[config.mk]
export PLATFORM = sky130hd
export DESIGN_NAME = per_channel_min_spacing_limiter
export DESIGN_NICKNAME = d
export VERILOG_FILES = /design/src/hw/rtl/pcmsl_pkg.sv /design/src/hw/rtl/pcmsl_ram.sv /design/src/hw/rtl/pcmsl_calc.sv /design/src/hw/rtl/per_channel_min_spacing_limiter.sv
export VERILOG_INCLUDE_DIRS = /design/src /design/src/hw/rtl
export SDC_FILE = /design/constraint.sdc
export NUM_CORES = 2
export LEC_CHECK = 0
export BUFFER_PORTS_ARGS = -buffer_cell sky130_fd_sc_hd__buf_4
export CAP_MARGIN = 20
export CORE_MARGIN = 2
export CORE_UTILIZATION = 60
export CTS_CLUSTER_DIAMETER = 120
export DETAILED_ROUTE_END_ITERATION = 10
export PLACE_DENSITY = 0.77
export SLEW_MARGIN = 30
export SYNTH_ARGS = -nofsm -noshare
export SYNTH_HDL_FRONTEND = slang
export SYNTH_SLANG_ARGS = --single-unit
export TNS_END_PERCENT = 20
[constraint.sdc]
create_clock -name i_clk -period 30 [get_ports i_clk]
set_input_delay 6 -clock i_clk [delete_from_list [all_inputs] [get_ports i_clk]]
set_output_delay 6 -clock i_clk [all_outputs]
set_load 0.02 [all_outputs]
[src/hw/rtl/per_channel_min_spacing_limiter_assert.svh]
// Assertion macros for the per-channel minimum spacing limiter.
// Included by the top level; no other dependencies.
// Both forms compile to nothing when SYNTHESIS is defined.
`ifndef PER_CHANNEL_MIN_SPACING_LIMITER_ASSERT_SVH
`define PER_CHANNEL_MIN_SPACING_LIMITER_ASSERT_SVH

`ifndef SYNTHESIS
// same-cycle implication
`define PCMSL_ASSERT_IMP(lbl, clk, rst_n, ante, cons) \
    lbl: assert property (@(posedge clk) disable iff (!rst_n) (ante) |-> (cons)) \
        else $error("pcmsl assertion failed");
// next-cycle implication
`define PCMSL_ASSERT_NXT(lbl, clk, rst_n, ante, cons) \
    lbl: assert property (@(posedge clk) disable iff (!rst_n) (ante) |=> (cons)) \
        else $error("pcmsl assertion failed");
`else
`define PCMSL_ASSERT_IMP(lbl, clk, rst_n, ante, cons)
`define PCMSL_ASSERT_NXT(lbl, clk, rst_n, ante, cons)
`endif

`endif

[src/hw/rtl/pcmsl_pkg.sv]
// Shared types and constants for the per-channel minimum spacing limiter.
// No dependencies.
package pcmsl_pkg;

    localparam int unsigned CH_W   = 8;
    localparam int unsigned TIME_W = 64;
    localparam int unsigned CNT_W  = 32;

    localparam logic [CNT_W-1:0] MIN_SPACING_RST = 32'd500000;

    // one table entry per channel
    typedef struct packed {
        logic [TIME_W-1:0] last_time;
        logic [CNT_W-1:0]  honored;
        logic [CNT_W-1:0]  dropped;
    } t_entry;

    localparam int unsigned ENTRY_W = $bits(t_entry);

endpackage

[src/hw/rtl/pcmsl_ram.sv]
// Generic single-write, single-read synchronous RAM with registered read.
// No dependencies.
module pcmsl_ram #(
    parameter int unsigned WIDTH = 8,
    parameter int unsigned DEPTH = 8,
    parameter int unsigned AW    = 3
) (
    input  logic             i_clk,
    input  logic             i_we,
    input  logic [AW-1:0]    i_waddr,
    input  logic [WIDTH-1:0] i_wdata,
    input  logic             i_re,
    input  logic [AW-1:0]    i_raddr,
    output logic [WIDTH-1:0] o_rdata
);

    logic [WIDTH-1:0] r_mem [DEPTH];
    logic [WIDTH-1:0] r_rdata;

    // write port
    always_ff @(posedge i_clk) begin
        if (i_we) begin
            r_mem[i_waddr] <= i_wdata;
        end
    end

    // registered read port; holds when not enabled
    always_ff @(posedge i_clk) begin
        if (i_re) begin
            r_rdata <= r_mem[i_raddr];
        end
    end

    assign o_rdata = r_rdata;

endmodule

[src/hw/rtl/pcmsl_calc.sv]
// Spacing check and counter update for one channel entry.
// Depends on pcmsl_pkg.
module pcmsl_calc (
    input  pcmsl_pkg::t_entry                i_old,
    input  logic [pcmsl_pkg::TIME_W-1:0]     i_now_us,
    input  logic [pcmsl_pkg::CNT_W-1:0]      i_min_spacing_us,
    output pcmsl_pkg::t_entry                o_new,
    output logic                             o_allowed
);
    import pcmsl_pkg::*;

    logic [TIME_W-1:0] elapsed;
    logic              drop;

    // wrapping difference against the last honored time
    assign elapsed = i_now_us - i_old.last_time;
    assign drop    = (i_old.last_time != '0)
                  && (elapsed < {{(TIME_W-CNT_W){1'b0}}, i_min_spacing_us});

    always_comb begin
        o_new     = i_old;
        o_allowed = !drop;
        if (drop) begin
            o_new.dropped = i_old.dropped + 1'b1;
        end else begin
            o_new.last_time = i_now_us;
            o_new.honored   = i_old.honored + 1'b1;
        end
    end

endmodule

[src/hw/rtl/per_channel_min_spacing_limiter.sv]
// Per-channel minimum spacing limiter: channel table in a RAM, read-modify-write.
// Each accepted word reads its entry from the RAM into stage 1; its result is then
// written to the output register. Input stalls only while a word waits in stage 1
// behind a full, stalled output register.
// Throughput: 1 word per cycle while the output register is not stalled; a one-deep
// write-back forward covers the RAM read-during-write on back-to-back words of the
// same channel. Reset: synchronous; per-entry valid flops clear the whole table,
// an unwritten entry reads as zero. Spacing register resets to 500000.
`include "per_channel_min_spacing_limiter_assert.svh"

module per_channel_min_spacing_limiter #(
    parameter int unsigned CHANNELS = 8
) (
    input  logic                          i_clk,
    input  logic                          i_rst_n,
    // request channel
    input  logic                          i_valid,
    output logic                          o_stall,
    input  logic [pcmsl_pkg::CH_W-1:0]    i_channel,
    input  logic [pcmsl_pkg::TIME_W-1:0]  i_now_us,
    // result channel
    output logic                          o_valid,
    input  logic                          i_stall,
    output logic                          o_allowed,
    output logic [pcmsl_pkg::CNT_W-1:0]   o_honored_count,
    output logic [pcmsl_pkg::CNT_W-1:0]   o_dropped_count,
    // configuration
    input  logic                          i_cfg_valid,
    output logic                          o_cfg_ready,
    input  logic [pcmsl_pkg::CNT_W-1:0]   i_cfg_min_spacing_us
);
    import pcmsl_pkg::*;

    localparam int unsigned IDX_W = (CHANNELS > 1) ? $clog2(CHANNELS) : 1;

    // config register
    logic [CNT_W-1:0] r_min_spacing;

    // stage 1 (RAM read in flight)
    logic              r_s1_vld;
    logic [IDX_W-1:0]  r_s1_idx;
    logic              r_s1_in_range;
    logic              r_s1_hit;
    logic [TIME_W-1:0] r_s1_now;

    // table valid bits and write-back forward
    logic [CHANNELS-1:0] r_tbl_vld;
    logic                r_fwd_vld;
    logic [IDX_W-1:0]    r_fwd_idx;
    t_entry              r_fwd_entry;

    // output register
    logic             r_out_vld;
    logic             r_out_allowed;
    logic [CNT_W-1:0] r_out_honored;
    logic [CNT_W-1:0] r_out_dropped;

    logic             in_accept;
    logic             out_free;
    logic             s1_adv;
    logic             in_range;
    logic [IDX_W-1:0] in_idx;
    logic             ram_we;
    logic [ENTRY_W-1:0] ram_rdata;
    t_entry           old_entry;
    t_entry           new_entry;
    logic             calc_allowed;

    // handshake
    assign out_free  = !r_out_vld || !i_stall;
    assign s1_adv    = r_s1_vld && out_free;
    assign o_stall   = r_s1_vld && !out_free;
    assign in_accept = i_valid && !o_stall;
    assign o_cfg_ready = 1'b1;

    assign in_range = ({{(32-CH_W){1'b0}}, i_channel} < 32'(CHANNELS));
    assign in_idx   = i_channel[IDX_W-1:0];
    assign ram_we   = s1_adv && r_s1_in_range;

    // table storage
    pcmsl_ram #(
        .WIDTH (ENTRY_W),
        .DEPTH (CHANNELS),
        .AW    (IDX_W)
    ) u_ram (
        .i_clk   (i_clk),
        .i_we    (ram_we),
        .i_waddr (r_s1_idx),
        .i_wdata (new_entry),
        .i_re    (in_accept),
        .i_raddr (in_idx),
        .o_rdata (ram_rdata)
    );

    // the forward register always holds the newest write, so a match is current
    always_comb begin
        priority if (r_fwd_vld && (r_fwd_idx == r_s1_idx)) begin
            old_entry = r_fwd_entry;
        end else if (r_s1_hit) begin
            old_entry = t_entry'(ram_rdata);
        end else begin
            old_entry = '0;
        end
    end

    pcmsl_calc u_calc (
        .i_old            (old_entry),
        .i_now_us         (r_s1_now),
        .i_min_spacing_us (r_min_spacing),
        .o_new            (new_entry),
        .o_allowed        (calc_allowed)
    );

    // control state
    always_ff @(posedge i_clk) begin
        if (!i_rst_n) begin
            r_min_spacing <= MIN_SPACING_RST;
            r_s1_vld      <= 1'b0;
            r_out_vld     <= 1'b0;
            r_tbl_vld     <= '0;
            r_fwd_vld     <= 1'b0;
        end else begin
            if (i_cfg_valid && o_cfg_ready) begin
                r_min_spacing <= i_cfg_min_spacing_us;
            end
            if (in_accept) begin
                r_s1_vld <= 1'b1;
            end else if (s1_adv) begin
                r_s1_vld <= 1'b0;
            end
            if (s1_adv) begin
                r_out_vld <= 1'b1;
            end else if (!i_stall) begin
                r_out_vld <= 1'b0;
            end
            if (ram_we) begin
                r_tbl_vld[r_s1_idx] <= 1'b1;
                r_fwd_vld           <= 1'b1;
            end
        end
    end

    // payload registers
    always_ff @(posedge i_clk) begin
        if (in_accept) begin
            r_s1_idx      <= in_idx;
            r_s1_in_range <= in_range;
            r_s1_hit      <= r_tbl_vld[in_idx];
            r_s1_now      <= i_now_us;
        end
        if (ram_we) begin
            r_fwd_idx   <= r_s1_idx;
            r_fwd_entry <= new_entry;
        end
        if (s1_adv) begin
            r_out_allowed <= r_s1_in_range ? calc_allowed : 1'b1;
            r_out_honored <= r_s1_in_range ? new_entry.honored : '0;
            r_out_dropped <= r_s1_in_range ? new_entry.dropped : '0;
        end
    end

    assign o_valid         = r_out_vld;
    assign o_allowed       = r_out_allowed;
    assign o_honored_count = r_out_honored;
    assign o_dropped_count = r_out_dropped;

    // checks
    `PCMSL_ASSERT_IMP(a_we_only_on_adv, i_clk, i_rst_n, ram_we, s1_adv && r_s1_in_range)
    `PCMSL_ASSERT_NXT(a_s1_holds, i_clk, i_rst_n, r_s1_vld && !s1_adv, r_s1_vld && $stable(r_s1_idx))
    `PCMSL_ASSERT_NXT(a_accept_loads_s1, i_clk, i_rst_n, in_accept, r_s1_vld)

endmodule

==> impl_metrics.env <==
export IMPL_post_route_min_period_ns=12.53
export IMPL_net_switching_power_mw=1.06
export IMPL_final_fill_count=7121
export IMPL_drv_slew=0
export IMPL_synth_lib_cells_used_distinct=100
export IMPL_cp_data_required_time_ns=24.00
export IMPL_slew_at_the_pin_with_the_worst_max_slew_slack_ns=1.03
export IMPL_cts_buffers_inserted=146
export IMPL_diodes=0
export IMPL_drtIter0Drc=4922
export IMPL_power_mw=4.44
export IMPL_power_frac_seq_pct=52.0
export IMPL_synth_area_per_cell_um2=15.7
export IMPL_placed_cells_incl_taps=5527
export IMPL_min_delay_path_class="reg2reg"
export IMPL_worstSetupPathType="in2out"
export IMPL_port_buffers=175
export IMPL_overflow=0
export IMPL_timing_final_setup_violations=0
export IMPL_dieArea_mm2=0.110
export IMPL_coreArea_mm2=0.107
export IMPL_worst_setup_path_end_kind="output port"
export IMPL_h_tree_depth=4
export IMPL_half_perimeter_wire_length_after_placement_um=108000
export IMPL_status="finished clean"
export IMPL_synth_top_cell_area_share_pct=65.9
export IMPL_final_min_period_over_clock_period_pct=41.8
export IMPL_crit_path_max_fanout=3
export IMPL_path_cells="buf_4 -> and3_1 -> buf_4"
export IMPL_cts_tree="yes"
export IMPL_crit_path_top_delay_cell="sky130_fd_sc_hd__and3_1"
export IMPL_combPwrFrac_pct=8.8
export IMPL_irDropWorstVdd_mv=0.0613
export IMPL_power_density_mw_per_mm2=61.8
export IMPL_timing_reg2reg_worst_path_depth=27
export IMPL_worst_clock_skew_ns=0.0556
export IMPL_initial_core_util_pct=60.4
export IMPL_synth_area_top_cells="sky130_fd_sc_hd__edfxtp_1, sky130_fd_sc_hd__mux4_2, sky130_fd_sc_hd__mux2_2, sky130_fd_sc_hd__ha_1, sky130_fd_sc_hd__a21oi_1"
export IMPL_grtUsageTotal_pct=31.1
export IMPL_number_of_buffers_added_to_fix_hold_violations_after_cts=0
export IMPL_yosysTopAreaCell="sky130_fd_sc_hd__edfxtp_1"
export IMPL_cts_clk_slew_worst_paths_ns=0.06
export IMPL_layout_area_seq_mm2=0.0434
export IMPL_die_h_um=332
export IMPL_crit_top_cell="sky130_fd_sc_hd__buf_4"
export IMPL_clock_insertion_delay_worst_skew_ns=0.80
export IMPL_finish_cell_count_without_fillers=5795
export IMPL_crit_reg2reg_capture="u_ram.r_mem[6][119]"
export IMPL_floorplan_die_width_um=332
export IMPL_cp_endpoint="o_stall"
export IMPL_cts_setup_buffers=0
export IMPL_ys_ff_latch=1460
export IMPL_r2r_start="r_s1_idx[2]"
export IMPL_cp_slowest_stage_delay_ns=0.23
export IMPL_io_pin_count=177
export IMPL_route_vias_total=39035
export IMPL_clock_share_of_power_pct=39.3
export IMPL_critical_path_startpoint_type="input port"
export IMPL_gp_congestion=1.05
export IMPL_global_route_wire_length_before_repair_um=254000
export IMPL_antenna_found_initial=2
export IMPL_synth_nets=4304
export IMPL_synth_main_ff_cell="sky130_fd_sc_hd__edfxtp_1"
export IMPL_drive_gt1_share_pct=21.3
export IMPL_wirelength_um=172000
export IMPL_synth_seq_area_share_pct=67.3
export IMPL_wire_per_inst_um=29.7
export IMPL_timing_hold_violations_final=0
export IMPL_cts_repair_resize_count=0
export IMPL_cp_startpoint="i_stall"
export IMPL_power_report_internal_total_mw=3.38
export IMPL_maxClockFrequency_mhz=79.8
export IMPL_post_route_utilization_pct=67.3
export IMPL_r2r_slack_ns=18.40
export IMPL_drc=0
export IMPL_ys_warn_count=0
export IMPL_grt_max_degree=155
export IMPL_ys_async_sr_fraction_pct=0
export IMPL_grt_pass1_vias=38985
export IMPL_post_dp_cell_area_mm2=0.0673
export IMPL_setup_tns_final_ns=0
export IMPL_rel_slew_slack_pct=30.8
export IMPL_synth_edf_count=1417
export IMPL_p_leak_nw=23.8
export IMPL_stdcell_area_mm2=0.0719
export IMPL_rows=120
export IMPL_vias_per_cell=6.74
export IMPL_max_cap_viol_count=0
export IMPL_drt_antenna_violating_nets=0
export IMPL_clock_sinks=1460
export IMPL_clockBufferDepth=3
export IMPL_post_synth_inst_count=4112
export IMPL_areaGrowthSynthToFinish_pct=11.4
export IMPL_p_sw_share_pct=23.9
export IMPL_layout_nets=4466
export IMPL_synth_area_mm2=0.0645
export IMPL_crit_arrival_ns=6.53
export IMPL_grt_setup_unrepaired="no"
export IMPL_clockRootBuffer="sky130_fd_sc_hd__clkbuf_16"
export IMPL_firstDrtPassIters=6
export IMPL_area_occupied_by_multi_input_gates_mm2=0.0200
flip-flops by register name, summed over array words and instances (netlist names):
signal / count
o_allowed: 1
o_dropped_count: 32
o_honored_count: 32
o_valid: 1
r_fwd_entry: 128
r_fwd_idx: 3
r_fwd_vld: 1
r_min_spacing: 32
r_s1_hit: 1
r_s1_idx: 3
r_s1_in_range: 1
r_s1_now: 64
r_s1_vld: 1
r_tbl_vld: 8
u_ram.o_rdata: 128
u_ram.r_mem: 1024
power by group through the flow:
stage	Clock (mW)	Combinational, mW	Sequential, mW
floorplan	0	0.252	2.35
global placement	0	0.375	2.35
detailed placement	0	0.380	2.35
CTS	1.77	0.383	2.31
global route	1.84	0.418	2.31
finish	1.74	0.390	2.31
cell usage in the layout, fill, tap and decap left out, drive strengths merged, types with 27 or more instances in the layout:
master  instances
edfxtp       1417
inv            71
a21oi         204
ha             83
nand4          64
clkbuf        183
buf           239
nor2b          55
clkinv         71
o21a           33
and3          117
a21o           29
xor2           44
nand3          81
nor2          144
dfxtp          43
nor4           79
xnor2          63
mux2          141
mux2i          47
o211ai         27
nand2         265
mux4          258
nor3           80
and2           81
nand2b         32
o21ai         173
routing by layer:
| layer | global-route usage [%] | wire, um | vias to the layer above |
|---|---|---|---|
| met5 | 0 | 14 | - |
| met4 | 11.9 | 6480 | 2 |
| met3 | 4.96 | 14700 | 359 |
| met2 | 50.1 | 83200 | 2239 |
| met1 | 43.4 | 67800 | 19763 |
| li1 | - | - | 16672 |
kinds of logic after synthesis:
family,Yosys count,share of synthesized area (%)
multiplexers,446,12.2
AO/OA/AOI/OAI,654,6.51
flip-flops,1460,67.3
adder cells (fa/ha/maj),91,1.73
AND/OR/NAND/NOR,1062,8.84
XOR/XNOR,107,1.59
buffers and inverters,291,1.87
other,1,0.00581
area by class of cell:
type	count	share of cell area, %
Tap cell	1403	2.44
Timing Repair Buffer	239	2.61
Clock buffer	183	5.39
Clock inverter	83	1.02
Sequential cell	1460	60.3
Inverter	66	0.344
Multi-Input combinational cell	2361	27.9
worst min-delay path by stage:
| stage | from | to | slack (ns) | cells past startpoint |
|---|---|---|---|---|
| floorplan | r_s1_idx[1] | r_fwd_idx[1] | 0.43 | 0 |
| global placement | r_tbl_vld[3] | r_tbl_vld[3] | 0.44 | 1 |
| detailed placement | r_tbl_vld[3] | r_tbl_vld[3] | 0.45 | 1 |
| CTS | r_tbl_vld[3] | r_tbl_vld[3] | 0.47 | 1 |
| global route | r_tbl_vld[3] | r_tbl_vld[3] | 0.48 | 1 |
| finish | r_tbl_vld[5] | r_tbl_vld[5] | 0.47 | 1 |
Yosys cell counts (13+ instances only):
library cell / count
sky130_fd_sc_hd__edfxtp_1: 1417
sky130_fd_sc_hd__clkbuf_1: 149
sky130_fd_sc_hd__dfxtp_1: 43
sky130_fd_sc_hd__mux2i_1: 46
sky130_fd_sc_hd__o21ai_0: 140
sky130_fd_sc_hd__o31ai_1: 18
sky130_fd_sc_hd__and3_1: 117
sky130_fd_sc_hd__nand2_1: 265
sky130_fd_sc_hd__mux2_2: 140
sky130_fd_sc_hd__nor3_1: 61
sky130_fd_sc_hd__mux4_2: 258
sky130_fd_sc_hd__nand4_1: 63
sky130_fd_sc_hd__nor2b_1: 55
sky130_fd_sc_hd__nor3_2: 19
sky130_fd_sc_hd__o21a_1: 33
sky130_fd_sc_hd__inv_1: 65
sky130_fd_sc_hd__xnor2_1: 56
sky130_fd_sc_hd__nand2b_1: 32
sky130_fd_sc_hd__and2_1: 80
sky130_fd_sc_hd__buf_1: 42
sky130_fd_sc_hd__o2111ai_1: 16
sky130_fd_sc_hd__xor2_1: 41
sky130_fd_sc_hd__ha_1: 83
sky130_fd_sc_hd__a21oi_1: 202
sky130_fd_sc_hd__o211ai_1: 27
sky130_fd_sc_hd__or4_1: 13
sky130_fd_sc_hd__o21ai_1: 31
sky130_fd_sc_hd__buf_2: 19
sky130_fd_sc_hd__a31oi_1: 13
sky130_fd_sc_hd__nor4_1: 71
sky130_fd_sc_hd__a211oi_1: 15
sky130_fd_sc_hd__nand3_1: 80
sky130_fd_sc_hd__nor2_1: 143
sky130_fd_sc_hd__a21o_1: 29
worst max-delay path: cells and delay by family:
kind / cells / cell delay (ns)
simple gates: 1 / 0.23
buf+inv: 2 / 0.30
through the flow:
| step | hold slack [ns] | worst slack [ns] |
|---|---|---|
| after floorplan | 0.428 | 5.69 |
| after global placement | 0.442 | 17.48 |
| after detailed placement | 0.453 | 17.47 |
| after CTS | 0.467 | 17.47 |
| after global routing | 0.482 | 17.46 |
| final | 0.468 | 17.47 |
Power figures use the tool's default switching activity.
